$ cat config.mk
export PLATFORM = sky130hd
export DESIGN_NAME = pid_controller_three_mode_top_flat
export DESIGN_NICKNAME = d
export VERILOG_FILES = /design/src/pidc_pkg.sv /design/src/pidc_if.sv /design/src/pid_controller_three_mode_top.sv /design/src/flat_wrapper.sv
export SDC_FILE = /design/constraint.sdc
export NUM_CORES = 2
export LEC_CHECK = 0
export BUFFER_PORTS_ARGS = -buffer_cell sky130_fd_sc_hd__clkbuf_2
export CAP_MARGIN = 40
export CORE_MARGIN = 2
export CORE_UTILIZATION = 30
export CTS_BUF_LIST = sky130_fd_sc_hd__clkbuf_8
export DETAILED_ROUTE_END_ITERATION = 8
export SYNTH_ARGS = -nofsm -noshare
export SYNTH_HDL_FRONTEND = slang
export SYNTH_SLANG_ARGS = --single-unit
$ cat constraint.sdc
create_clock -name clk -period 11 [get_ports clk]
set_clock_uncertainty 0.05 [all_clocks]
set_input_delay 0.55 -clock clk [delete_from_list [all_inputs] [get_ports clk]]
set_output_delay 0.55 -clock clk [all_outputs]
set_load 0.02 [all_outputs]
$ cat src/pidc_pkg.sv
package pidc_pkg;

  localparam int ElW = 20;
  localparam int AccW = 34;

  // Register indexes on the configuration port
  localparam logic [2:0] RegProp  = 3'd0;
  localparam logic [2:0] RegInteg = 3'd1;
  localparam logic [2:0] RegDeriv = 3'd2;
  localparam logic [2:0] RegLimit = 3'd3;
  localparam logic [2:0] RegMode  = 3'd4;

  // Loop modes
  localparam logic [1:0] ModeStd  = 2'd0;
  localparam logic [1:0] ModeDom  = 2'd1;
  localparam logic [1:0] ModeIpd  = 2'd2;
  localparam logic [1:0] ModeHold = 2'd3;

  typedef enum logic [3:0] {
    ST_IDLE,
    ST_IMUL,
    ST_IDIV,
    ST_DMUL,
    ST_DDIV,
    ST_PMUL,
    ST_GIMUL,
    ST_DGMUL,
    ST_SUM,
    ST_OUT
  } pidc_state_t;

endpackage

$ cat src/pidc_if.sv
interface pidc_in_if;
  logic        valid;
  logic        ready;
  logic        operation;
  logic signed [15:0] measured;
  logic signed [15:0] setpoint;
  logic [19:0] elapsed_us;
  modport source (output valid, operation, measured, setpoint, elapsed_us, input ready);
  modport sink (input valid, operation, measured, setpoint, elapsed_us, output ready);
endinterface

interface pidc_out_if;
  logic        valid;
  logic        ready;
  logic signed [31:0] drive;
  modport source (output valid, drive, input ready);
  modport sink (input valid, drive, output ready);
endinterface

$ cat src/pid_controller_three_mode_top.sv
// Channel  | Dir | Words
// in_      | in  | operation, measured, setpoint, elapsed_us
// out_     | out | drive
// cfg_     | in  | APB-style, registers at 4*i
//
// Every product and quotient of a compute step goes through one shift-add
// multiplier and one restoring divider, one bit a cycle; the derivative division
// is skipped with zero elapsed time. Clear and hold skip the serial units.
// Synchronous active-low reset clears the configuration, loop state and control; a stalled output
// holds the word and blocks new input until the cycle after it is taken.
module pid_controller_three_mode_top
  import pidc_pkg::*;
(
  input  logic        clk,
  input  logic        rst_n,
  pidc_in_if.sink     in_ch,
  pidc_out_if.source  out_ch,
  input  logic        cfg_psel,
  input  logic        cfg_penable,
  input  logic        cfg_pwrite,
  input  logic [4:0]  cfg_paddr,
  input  logic [31:0] cfg_pwdata,
  output logic [31:0] cfg_prdata,
  output logic        cfg_pready
);

  logic signed [15:0] kp_r, ki_r, kd_r;
  logic [31:0] lim_r;
  logic [1:0]  mode_r;

  logic signed [AccW-1:0] integ_r;
  logic signed [16:0] perr_r;
  logic signed [15:0] pmeas_r;
  logic signed [31:0] last_r;

  pidc_state_t st_r, st_nxt;

  // Serial datapath registers
  logic [5:0]  cnt_r;
  logic signed [16:0] err_r;
  logic signed [15:0] meas_r;
  logic [ElW-1:0] dt_r;
  logic [63:0] prod_r;       // magnitude product, shift-add
  logic [63:0] mcand_r;      // shifted multiplicand
  logic [63:0] mplier_r;     // multiplier, shifted right
  logic        neg_r;
  logic [63:0] rem_r;
  logic [63:0] quo_r;
  logic signed [AccW-1:0] acc_r;
  logic signed [33:0] deriv_r;
  logic signed [63:0] sum_r;
  logic signed [31:0] drive_r;
  logic        ovalid_r;

  wire cfg_wr = cfg_psel & cfg_penable & cfg_pwrite;
  assign cfg_pready = 1'b1;

  // Configuration write
  always_ff @(posedge clk) begin
    if (!rst_n) begin
      kp_r <= '0; ki_r <= '0; kd_r <= '0; lim_r <= '0; mode_r <= ModeStd;
    end else if (cfg_wr) begin
      case (cfg_paddr[4:2])
        RegProp:  kp_r <= cfg_pwdata[15:0];
        RegInteg: ki_r <= cfg_pwdata[15:0];
        RegDeriv: kd_r <= cfg_pwdata[15:0];
        RegLimit: lim_r <= cfg_pwdata;
        RegMode:  mode_r <= cfg_pwdata[1:0];
        default: ;
      endcase
    end
  end

  // Register read
  always_comb begin
    case (cfg_paddr[4:2])
      RegProp:  cfg_prdata = {{16{kp_r[15]}}, kp_r};
      RegInteg: cfg_prdata = {{16{ki_r[15]}}, ki_r};
      RegDeriv: cfg_prdata = {{16{kd_r[15]}}, kd_r};
      RegLimit: cfg_prdata = lim_r;
      RegMode:  cfg_prdata = {30'd0, mode_r};
      default:  cfg_prdata = '0;
    endcase
  end

  assign in_ch.ready  = (st_r == ST_IDLE) && !ovalid_r;
  assign out_ch.valid = ovalid_r;
  assign out_ch.drive = drive_r;

  wire in_acc = in_ch.valid & in_ch.ready;

  // Helpers for signed magnitude
  function automatic logic [63:0] mag64(input logic signed [63:0] v);
    mag64 = v[63] ? 64'(-v) : 64'(v);
  endfunction

  // Trial subtraction of the restoring divider
  logic [63:0] rem_sh;
  logic [63:0] dvs;
  logic [64:0] trial;
  always_comb begin
    rem_sh = {rem_r[62:0], quo_r[63]};
    dvs = (st_r == ST_IDIV) ? 64'd2000000 : {44'd0, dt_r};
    trial = {1'b0, rem_sh} - {1'b0, dvs};
  end

  // Signed quotient of the serial divider
  logic signed [63:0] qres;
  assign qres = neg_r ? -$signed(quo_r) : $signed(quo_r);

  logic signed [63:0] acc_sum;
  logic signed [63:0] lim_s;
  assign acc_sum = $signed(64'(integ_r)) + qres;
  assign lim_s = $signed({32'd0, lim_r});

  logic signed [17:0] ddelta;
  assign ddelta = (mode_r == ModeStd) ? 18'(err_r) - 18'(perr_r)
                                      : 18'(meas_r) - 18'(pmeas_r);

  // Next state
  always_comb begin
    st_nxt = st_r;
    case (st_r)
      ST_IDLE:  if (in_acc) begin
        if (in_ch.operation || mode_r == ModeHold) st_nxt = ST_OUT;
        else st_nxt = ST_IMUL;
      end
      ST_IMUL:  if (cnt_r == 6'd37) st_nxt = ST_IDIV;
      ST_IDIV:  if (cnt_r == 6'd63) st_nxt = ST_DMUL;
      ST_DMUL:  if (cnt_r == 6'd20) st_nxt = (dt_r == '0) ? ST_PMUL : ST_DDIV;
      ST_DDIV:  if (cnt_r == 6'd63) st_nxt = ST_PMUL;
      ST_PMUL:  if (cnt_r == 6'd16) st_nxt = ST_GIMUL;
      ST_GIMUL: if (cnt_r == 6'd16) st_nxt = ST_DGMUL;
      ST_DGMUL: if (cnt_r == 6'd16) st_nxt = ST_SUM;
      ST_SUM:   st_nxt = ST_OUT;
      ST_OUT:   if (!ovalid_r || out_ch.ready) st_nxt = ST_IDLE;
      default:  st_nxt = ST_IDLE;
    endcase
  end

  always_ff @(posedge clk) begin
    if (!rst_n) st_r <= ST_IDLE;
    else st_r <= st_nxt;
  end

  // Datapath: load each serial unit as its phase begins, step one bit a cycle
  always_ff @(posedge clk) begin
    if (!rst_n) begin
      integ_r <= '0; perr_r <= '0; pmeas_r <= '0; last_r <= '0;
      ovalid_r <= 1'b0; cnt_r <= '0;
    end else begin
      if (ovalid_r && out_ch.ready) ovalid_r <= 1'b0;
      if (st_nxt != st_r) cnt_r <= '0;
      else cnt_r <= cnt_r + 6'd1;
      case (st_r)
        ST_IDLE: if (in_acc) begin
          meas_r <= in_ch.measured;
          err_r <= 17'(in_ch.setpoint) - 17'(in_ch.measured);
          dt_r <= in_ch.elapsed_us;
          if (in_ch.operation) begin
            integ_r <= '0; perr_r <= '0; pmeas_r <= '0; last_r <= '0;
            drive_r <= '0;
          end else if (mode_r == ModeHold) begin
            drive_r <= last_r;
          end else begin
            // (e + prev_e) * dt * 65536: multiplier walks dt and the 16 shift
            mcand_r <= mag64(64'(18'(17'(in_ch.setpoint) - 17'(in_ch.measured))
                       + 18'(perr_r)));
            neg_r <= (18'(17'(in_ch.setpoint) - 17'(in_ch.measured))
                     + 18'(perr_r)) < 0 ? 1'b0 : 1'b0;
            mplier_r <= {28'd0, in_ch.elapsed_us, 16'd0};
            prod_r <= '0;
            sum_r <= $signed(64'(signed'(18'(17'(in_ch.setpoint)
                     - 17'(in_ch.measured)) + 18'(perr_r))));
          end
        end
        ST_IMUL: begin
          if (cnt_r == 6'd0) neg_r <= sum_r[63];
          if (mplier_r[0]) prod_r <= prod_r + mcand_r;
          mcand_r <= {mcand_r[62:0], 1'b0};
          mplier_r <= {1'b0, mplier_r[63:1]};
          if (cnt_r == 6'd37) begin
            quo_r <= mplier_r[0] ? prod_r + mcand_r : prod_r;
            rem_r <= '0;
          end
        end
        ST_IDIV, ST_DDIV: begin
          if (trial[64]) rem_r <= rem_sh;
          else rem_r <= trial[63:0];
          quo_r <= {quo_r[62:0], ~trial[64]};
        end
        default: ;
      endcase

      // Integral update and clamp once the increment is known
      if (st_r == ST_DMUL && cnt_r == 6'd0) begin
        if (acc_sum > lim_s) acc_r <= AccW'(lim_s);
        else if (acc_sum < -lim_s) acc_r <= AccW'(-lim_s);
        else acc_r <= AccW'(acc_sum);
        // delta * 1e6, 20 bits of the constant walked from here
        mcand_r <= mag64(64'(ddelta));
        neg_r <= ddelta[17];
        mplier_r <= 64'd1000000;
        prod_r <= '0;
      end else if (st_r == ST_DMUL) begin
        if (mplier_r[0]) prod_r <= prod_r + mcand_r;
        mcand_r <= {mcand_r[62:0], 1'b0};
        mplier_r <= {1'b0, mplier_r[63:1]};
      end
      if (st_r == ST_DMUL && cnt_r == 6'd20) begin
        quo_r <= mplier_r[0] ? prod_r + mcand_r : prod_r;
        rem_r <= '0;
        if (dt_r == '0) deriv_r <= '0;
      end

      // Saturate the derivative, then load the proportional product
      if (st_r == ST_PMUL && cnt_r == 6'd0) begin
        if (dt_r != '0) begin
          if (qres > 64'sd2147483647) deriv_r <= 34'sd2147483647;
          else if (qres < -64'sd2147483648) deriv_r <= -34'sd2147483648;
          else deriv_r <= 34'(qres);
        end
        mcand_r <= mag64(64'((mode_r == ModeIpd) ? -18'(meas_r) : 18'(err_r)));
        mplier_r <= mag64(64'(kp_r));
        neg_r <= ((mode_r == ModeIpd) ? (meas_r > 0) : err_r[16]) ^ kp_r[15];
        prod_r <= '0;
      end

      // Shared 16-bit gain multiply: shift-add steps after the load
      if ((st_r == ST_PMUL || st_r == ST_GIMUL || st_r == ST_DGMUL)
          && cnt_r != 6'd0) begin
        if (mplier_r[0]) prod_r <= prod_r + mcand_r;
        mcand_r <= {mcand_r[62:0], 1'b0};
        mplier_r <= {1'b0, mplier_r[63:1]};
      end
      if (st_r == ST_PMUL && cnt_r == 6'd16) begin
        sum_r <= neg_r ? -$signed(mplier_r[0] ? prod_r + mcand_r : prod_r)
                       : $signed(mplier_r[0] ? prod_r + mcand_r : prod_r);
      end
      if (st_r == ST_GIMUL && cnt_r == 6'd0) begin
        mcand_r <= mag64(64'(acc_r));
        mplier_r <= mag64(64'(ki_r));
        neg_r <= acc_r[AccW-1] ^ ki_r[15];
        prod_r <= '0;
      end
      if (st_r == ST_GIMUL && cnt_r == 6'd16) begin
        // floor of the Q.16 product
        sum_r <= sum_r + ((neg_r ? -$signed(mplier_r[0] ? prod_r + mcand_r : prod_r)
                        : $signed(mplier_r[0] ? prod_r + mcand_r : prod_r)) >>> 16);
      end
      if (st_r == ST_DGMUL && cnt_r == 6'd0) begin
        mcand_r <= mag64(64'(deriv_r));
        mplier_r <= mag64(64'(kd_r));
        neg_r <= deriv_r[33] ^ kd_r[15] ^ (mode_r != ModeStd);
        prod_r <= '0;
      end
      if (st_r == ST_DGMUL && cnt_r == 6'd16) begin
        sum_r <= sum_r + (neg_r ? -$signed(mplier_r[0] ? prod_r + mcand_r : prod_r)
                        : $signed(mplier_r[0] ? prod_r + mcand_r : prod_r));
      end

      // Saturate and commit state
      if (st_r == ST_SUM) begin
        if (sum_r > 64'sd2147483647) drive_r <= 32'sh7fffffff;
        else if (sum_r < -64'sd2147483648) drive_r <= 32'sh80000000;
        else drive_r <= 32'(sum_r);
        last_r <= (sum_r > 64'sd2147483647) ? 32'sh7fffffff :
                  (sum_r < -64'sd2147483648) ? 32'sh80000000 : 32'(sum_r);
        integ_r <= acc_r;
        perr_r <= err_r;
        if (mode_r != ModeStd) pmeas_r <= meas_r;
      end

      // Present the word
      if (st_r == ST_OUT && (!ovalid_r || out_ch.ready)) ovalid_r <= 1'b1;
    end
  end

endmodule

$ cat src/flat_wrapper.sv
// flat-port wrapper written by rule: the top's interface ports become plain ports
module pid_controller_three_mode_top_flat import pidc_pkg::*;
  (clk, rst_n, cfg_psel, cfg_penable, cfg_pwrite, cfg_paddr, cfg_pwdata, cfg_prdata, cfg_pready, in_ch_valid, in_ch_operation, in_ch_measured, in_ch_setpoint, in_ch_elapsed_us, in_ch_ready, out_ch_valid, out_ch_drive, out_ch_ready);
  pidc_in_if in_ch_i ();
  pidc_out_if out_ch_i ();
  input  logic clk;
  input  logic rst_n;
  input  logic cfg_psel;
  input  logic cfg_penable;
  input  logic cfg_pwrite;
  input  logic [4:0] cfg_paddr;
  input  logic [31:0] cfg_pwdata;
  output logic [31:0] cfg_prdata;
  output logic cfg_pready;
  input wire logic [$bits(in_ch_i.valid)-1:0] in_ch_valid;
  input wire logic [$bits(in_ch_i.operation)-1:0] in_ch_operation;
  input wire logic [$bits(in_ch_i.measured)-1:0] in_ch_measured;
  input wire logic [$bits(in_ch_i.setpoint)-1:0] in_ch_setpoint;
  input wire logic [$bits(in_ch_i.elapsed_us)-1:0] in_ch_elapsed_us;
  output wire logic [$bits(in_ch_i.ready)-1:0] in_ch_ready;
  output wire logic [$bits(out_ch_i.valid)-1:0] out_ch_valid;
  output wire logic [$bits(out_ch_i.drive)-1:0] out_ch_drive;
  input wire logic [$bits(out_ch_i.ready)-1:0] out_ch_ready;
  assign in_ch_i.valid = in_ch_valid;
  assign in_ch_i.operation = in_ch_operation;
  assign in_ch_i.measured = in_ch_measured;
  assign in_ch_i.setpoint = in_ch_setpoint;
  assign in_ch_i.elapsed_us = in_ch_elapsed_us;
  assign in_ch_ready = in_ch_i.ready;
  assign out_ch_valid = out_ch_i.valid;
  assign out_ch_drive = out_ch_i.drive;
  assign out_ch_i.ready = out_ch_ready;
  pid_controller_three_mode_top u_core (.clk(clk), .rst_n(rst_n), .in_ch(in_ch_i), .out_ch(out_ch_i), .cfg_psel(cfg_psel), .cfg_penable(cfg_penable), .cfg_pwrite(cfg_pwrite), .cfg_paddr(cfg_paddr), .cfg_pwdata(cfg_pwdata), .cfg_prdata(cfg_prdata), .cfg_pready(cfg_pready));
endmodule
# Word level (Yosys, flattened, before mapping)
# Index checks and enable logic that the tools add are counted.
# Widths: inputs -> output; s select.
[op_classes] n_addsub=24 n_mul=0 n_div=0 magnitude_cmp=7 n_eq_ne=30 shifts=0 mux=114 n_bitwise=9 n_reduce_logical=51
[op_table] operator="$mux 64" count=48
[op_table] operator="$pmux 64 s2" count=4
[op_table] operator="$mux 32" count=12
[op_table] operator="$mux 34" count=11
[op_table] operator="$neg 16->64" count=4
[op_table] operator="$neg 64->64" count=4
[op_table] operator="$pmux 32 s5" count=1
[op_table] operator="$add 64x64->64" count=2
[op_table] operator="$gt 64x32->1 const B" count=2
[op_table] operator="$lt 64x32->1 const B" count=2
[op_table] operator="$neg 34->64" count=2
[op_table] operator="$mux 63" count=2
[op_table] operator="$pmux 63 s2" count=1
[op_table] operator="$mux 16" count=5
[op_table] operator="$mux 17" count=4
[op_table] operator="$sub 64x21->65" count=1
[op_table] operator="$add 34x64->64" count=1
[op_table] operator="$add 64x48->64" count=1
[op_table] operator="$gt 64x33->1" count=1
[op_table] operator="$lt 64x64->1" count=1
[op_table] operator="$neg 18->64" count=1
[op_table] operator="$neg 32->64" count=1
[op_table] operator="$sub 16x16->17" count=3
[op_table] operator="$mux 4" count=10
[op_table] operator="51 further kinds" count=111
[totals] reg_bits=729 latch_bits=0 ramBits=0 mem_bits_ro=0 inputBits=97 out_inout_bits=67 memories=0

# Logic depth before layout (Yosys ltp)
[depth] depth_word=14 mapped_depth=37

# Worst setup path before layout
# Ideal clock, no wire load.
[synth_timing] path_kind="reg-to-reg" start="register u_core.st_r[2]" end="register u_core.mcand_r[0], enable pin" setup_ns=0.772 arrival_ns=10.736 required_time_ns=10.178 slack_ns=-0.558 path_stages_with_launch=9 n_path_buf=1 synth_period_minus_slack_ns=11.558 cell_sequence="dfxtp_1 > clkbuf_1 > nor3_1 > nor3b_1 > and2_1 > nand2_1 > a21oi_1 > nor2_1 > nor3_1"
[synth_via] word_cells_on_any_way=20
[synth_rtl] element="from (decl)" line_no="pid_controller_three_mode_top.sv:36" rtl="pidc_state_t st_r, st_nxt;"
[synth_rtl] element="from (signal assigned)" line_no="pid_controller_three_mode_top.sv:143" rtl="else st_r <= st_nxt;"
[synth_rtl] element="$logic_not 4->1" line_no="pid_controller_three_mode_top.sv:86" rtl="assign in_ch.ready = (st_r == ST_IDLE) && !ovalid_r;"
[synth_rtl] element="$logic_and 1x1->1" line_no="pid_controller_three_mode_top.sv:86"
[synth_rtl] element="via in_ch_ready" line_no="flat_wrapper.sv:20" rtl="output wire logic [$bits(in_ch_i.ready)-1:0] in_ch_ready;"
[synth_rtl] element="$and 1x1->1" line_no="pid_controller_three_mode_top.sv:90" rtl="wire in_acc = in_ch.valid & in_ch.ready;"
[synth_rtl] element="$ne 8x7->1 (no line)"
[synth_rtl] element="$reduce_and 5->1 (no line)"
[synth_rtl] element="to (signal assigned)" line_no="pid_controller_three_mode_top.sv:167" rtl="mcand_r <= mag64(64'(18'(17'(in_ch.setpoint) - 17'(in_ch.measured))"
[synth_rtl] element="to (signal assigned)" line_no="pid_controller_three_mode_top.sv:180" rtl="mcand_r <= {mcand_r[62:0], 1'b0};"
[synth_rtl] element="to (signal assigned)" line_no="pid_controller_three_mode_top.sv:201" rtl="mcand_r <= mag64(64'(ddelta));"
[synth_rtl] element="to (decl)" line_no="pid_controller_three_mode_top.sv:44" rtl="logic [63:0] mcand_r;"
# The timed path passes the listed nets, and every way through them passes these cells.
# A chain may end at the register's enable or synchronous reset.

# Final worst setup path
[layout_timing] start="register u_core.mcand_r[0]" end="register u_core.sum_r[63] (data pin)"
[layout_via] elab_chain_cells=7 word_cells_on_any_way=9
[layout_lines] element="$add 64x64->64 (*)"
[layout_lines] element="$mux 64 (*)"
[layout_lines] element="$neg 64->64" line_no="pid_controller_three_mode_top.sv:237, pid_controller_three_mode_top.sv:248, pid_controller_three_mode_top.sv:258"
[layout_lines] element="$mux 64 (*)" line_no="pid_controller_three_mode_top.sv:237, pid_controller_three_mode_top.sv:248, pid_controller_three_mode_top.sv:258"
[layout_lines] element="$add 64x48->64 / $mux 64 (equally long branches)" line_no="pid_controller_three_mode_top.sv:248, pid_controller_three_mode_top.sv:236"
[layout_lines] element="$mux 64" line_no="pid_controller_three_mode_top.sv:246" rtl="if (st_r == ST_GIMUL && cnt_r == 6'd16) begin"
[layout_lines] element="$mux 64 (*)" line_no="pid_controller_three_mode_top.sv:257" rtl="if (st_r == ST_DGMUL && cnt_r == 6'd16) begin"
[layout_lines] element="to (signal assigned)" line_no="pid_controller_three_mode_top.sv:237" rtl="sum_r <= neg_r ? -$signed(mplier_r[0] ? prod_r + mcand_r : prod_r)"
[layout_lines] element="to (signal assigned)" line_no="pid_controller_three_mode_top.sv:248" rtl="sum_r <= sum_r + ((neg_r ? -$signed(mplier_r[0] ? prod_r + mcand_r : prod_r)"
[layout_lines] element="to (signal assigned)" line_no="pid_controller_three_mode_top.sv:258" rtl="sum_r <= sum_r + (neg_r ? -$signed(mplier_r[0] ? prod_r + mcand_r : prod_r)"
[layout_lines] element="to (decl)" line_no="pid_controller_three_mode_top.sv:51" rtl="logic signed [63:0] sum_r;"
# Mark *: on every way between the ends. The rest lies on a longest branch, timed or not.

==> flow_summary.yaml <==
floorplan:
  die-height_um: 471
  start_util: 0.302
  rows: 171
  fp.dieW_um: 471
  coreArea_mm2: 0.217
  die_area_mm2: 0.222
  io_pins: 164
global_routing:
  grt_pass1_wl_mm: 380
  grt_overflow: 0
  grt_pass1_vias: 61523
  grt_max_degree: 129
  groute.usage.overall: 0.219
  antenna_found_initial: 9
power_and_ir_drop:
  p_switching_mw: 5.26
  seqPwrFrac: 0.284
  clockPowerShare: 0.227
  sw_frac_of_total: 0.438
  powerDensity_mw_per_mm2: 164
  p_leak_nw: 28.4
  combPwrFrac: 0.488
  cellInternalPower_mw: 6.76
  ir_drop_mv: 0.115
  total_power_mw: 12.0
routing:
  via_per_inst: 5.77
  wire_per_inst_um: 22.7
  dr.first_iter.drc_count: 6218
  ant_nets: 0
  vias: 64497
  drc: 0
  firstDrtPassIters: 6
  wl_mm: 254
clocking:
  insertion_delay_ps: 940
  root_buffer: "clkbuf_8"
  cts_tree: "yes"
  cts_buffer_depth: 3
  clock_sinks: 729
  cts_hold_buf: 70
  clkTransAtPathRegs_ps: 70
  cts_resized: 0
  htreeDepth: 4
  cts_setup_buffers: 0
  cts_buffers: 136
setup_path:
  reg2reg_depth: 28
  r2r_slack_ps: 660
  critPathTopFamily: "compound AO/OA/AOI/OAI gates"
  critPathLaunchType: "register"
  reg2reg_from: "u_core.mcand_r[0]"
  path_buf_inv: 1
  path_class: "register to register"
  critPathMaxStageDelay_ps: 780
  r2r-end: "u_core.sum_r[63]"
  critPathCaptureType: "register"
  required_ps: 11580
  cpMaxStageDelayCell: "nor4_1"
  crit_path_max_fanout: 7
  cp.arrival_ps: 10920
yosys:
  synth-seq-area-share: 0.305
  synth_edf_count: 537
  yosysUniqueCellTypes: 96
  netlist_area_mm2: 0.0655
  synthFlopType: "edfxtp_1"
  synthesis.instances: 8120
  ys_warn_count: 0
  yosysTopAreaCell: "edfxtp_1"
  synth.area.top_cells: "edfxtp_1 (25%), ha_1 (8.9%), a21oi_1 (6.0%)"
  syn_area_per_cell_um2: 8.07
  synth_fp_nets: 8694
  ys_async_sr_fraction: 0
  synth.top_cell.area_share: 0.246
  ys_seq_elements: 729
sta:
  timing.hold.ws_ps: 99.1
  rsz0062_at_grt: "no"
  setup_violations: 0
  finalHoldViolCount: 0
  relSlewSlack: 0.227
  period_needed_ps: 10340
  maxSlewViolCount: 0
  worstMarginPinSlew_ps: 1160
  finalCritPeriodShare: 0.940
  fmax_mhz: 96.7
  fin_tns_setup_ps: 0
  worst_slack_ps: 661
placement:
  place_ws_ps: 1040
  place_congestion: 0.964
  dp_cells: 10856
  placed_cell_area_mm2: 0.0700
  numPortBuffers: 160
  dp_hpwl_mm: 196
worst_hold_path:
  hold_path_class: "primary input to register"
  holdCritStartpoint: "rst_n"
  holdPathEnd: "u_core.prod_r[50]"
  min_path_cells: 1
job:
  cap_violations: 0
finish:
  fin_area_mm2: 0.0734
  area_delta_synth_final_pct: 12.0
  utilization: 0.338
  finalNetCount: 8786
  nFillCells: 22741
  instances_no_fill: 11181
  drive_gt1_frac: 0.0809
status:
  status: "finished, final reports clean"
registers in the layout, summed over array words and instances, names as in the netlist, 20 cells and up:
name,cells
u_core.out_ch.drive,32
u_core.quo_r,64
u_core.mplier_r,64
u_core.last_r,32
u_core.prod_r,64
u_core.lim_r,32
u_core.integ_r,34
u_core.deriv_r,34
u_core.dt_r,20
u_core.acc_r,34
u_core.mcand_r,64
u_core.sum_r,64
u_core.rem_r,63
worst reg2reg max path: cells and delay by family (launching register included):
| family | cells | cell delay [ps] |
|---|---|---|
| muxes | 2 | 560 |
| AOI/OAI and AO/OA | 13 | 4210 |
| xor gates and xnor gates | 1 | 640 |
| adders and majority gates | 3 | 1100 |
| buffers and inverters | 1 | 80 |
| DFF | 1 | 550 |
| and+or+nand+nor | 8 | 2900 |
Yosys cell counts, types with 54 or more instances:
cell	n
a21o_1	255
nand4_1	132
nor2b_1	84
nand2b_1	63
o31ai_1	80
nand2_1	856
o21a_1	70
nor4_1	78
xor2_1	276
a22oi_1	147
o21ai_0	597
nor2_1	808
mux2i_1	85
edfxtp_1	537
dfxtp_1	192
ha_1	468
or3_1	96
and2_1	70
inv_1	287
o211ai_1	84
o21bai_1	54
a211oi_1	97
nand3_1	182
a31oi_1	73
a21oi_1	782
clkbuf_1	419
and3_1	88
xnor2_1	360
nor3_1	156
cell usage in the layout (no fill, tap or decap), types with 63 or more instances in the layout:
cell           netlist  final
clkbuf_8             0    156
o31ai_1             80     77
a21oi_1            782    781
and2_1              70     68
edfxtp_1           537    537
nor2b_1             84     83
buf_4                1    154
or3_1               96     95
and3_1              88     88
xor2_1             276    276
clkbuf_2             0    159
a22oi_1            147    147
nor3_1             156    150
nand4_1            132    132
dlygate4sd3_1        0     70
nand2_1            856    855
a21o_1             255    255
a31oi_1             73     71
mux2i_1             85     84
dfxtp_1            192    191
xnor2_1            360    360
a211oi_1            97     97
o21ai_0            597    595
o21a_1              70     70
ha_1               468    467
o211ai_1            84     84
nand2b_1            63     63
inv_1              287    328
nand3_1            182    180
nor2_1             808    797
nor4_1              78     73
routing by layer:
metal  track usage  wire length, um  vias to the layer above  share of wire
li1              -                -                    30254              -
met1         0.295           112000                    31305           0.44
met2         0.355           115000                     2497           0.45
met3        0.0304            17900                      439          0.071
met4        0.0816             9410                        2          0.037
met5             0               13                        -       0.000051
worst max-delay path by stage:
| stage | startpoint | to | slack [ps] | depth (start not counted) |
|---|---|---|---|---|
| finish | u_core.mcand_r[0] | u_core.sum_r[63] | 660 | 28 |
| global route | u_core.mcand_r[0] | u_core.sum_r[63] | 420 | 28 |
| CTS | u_core.mcand_r[0] | u_core.sum_r[63] | 1010 | 28 |
| detailed placement | u_core.mcand_r[0] | u_core.sum_r[63] | 1040 | 28 |
| global placement | u_core.mcand_r[19] | u_core.sum_r[63] | 1080 | 26 |
| floorplan | u_core.mplier_r[0] | u_core.sum_r[63] | 1540 | 36 |
kinds of logic after synthesis:
family                   after synthesis  synth area share
XOR/XNOR                             636            0.0850
flip-flops                           729             0.305
adder cells (fa/ha/maj)              477            0.0921
other                                  2          0.000115
AND/OR/NAND/NOR                     2785             0.200
multiplexers                         108            0.0192
AO/OA/AOI/OAI                       2637             0.256
buffers and inverters                746            0.0431
cell type report:
class / count / area, um^2 / area share
Sequential cell: 729 / 20000 / 0.272
Antenna cell: 7 / 17.5 / 0.000239
Inverter: 289 / 1090 / 0.0148
Tap cell: 2854 / 3570 / 0.0486
Timing Repair Buffer: 411 / 3040 / 0.0414
Multi-Input combinational cell: 6645 / 43000 / 0.586
Clock inverter: 90 / 541 / 0.00736
Clock buffer: 156 / 2150 / 0.0292
power groups by stage:
stage | sequential [mW] | clock [mW] | combinational (mW)
after floorplan | 3.41 | 0 | 3.93
after global placement | 3.46 | 0 | 5.63
after detailed placement | 3.46 | 0 | 5.70
after CTS | 3.41 | 2.79 | 5.76
after global routing | 3.43 | 2.91 | 6.36
final | 3.42 | 2.73 | 5.87
No activity file was read; power rests on OpenSTA's default activity.
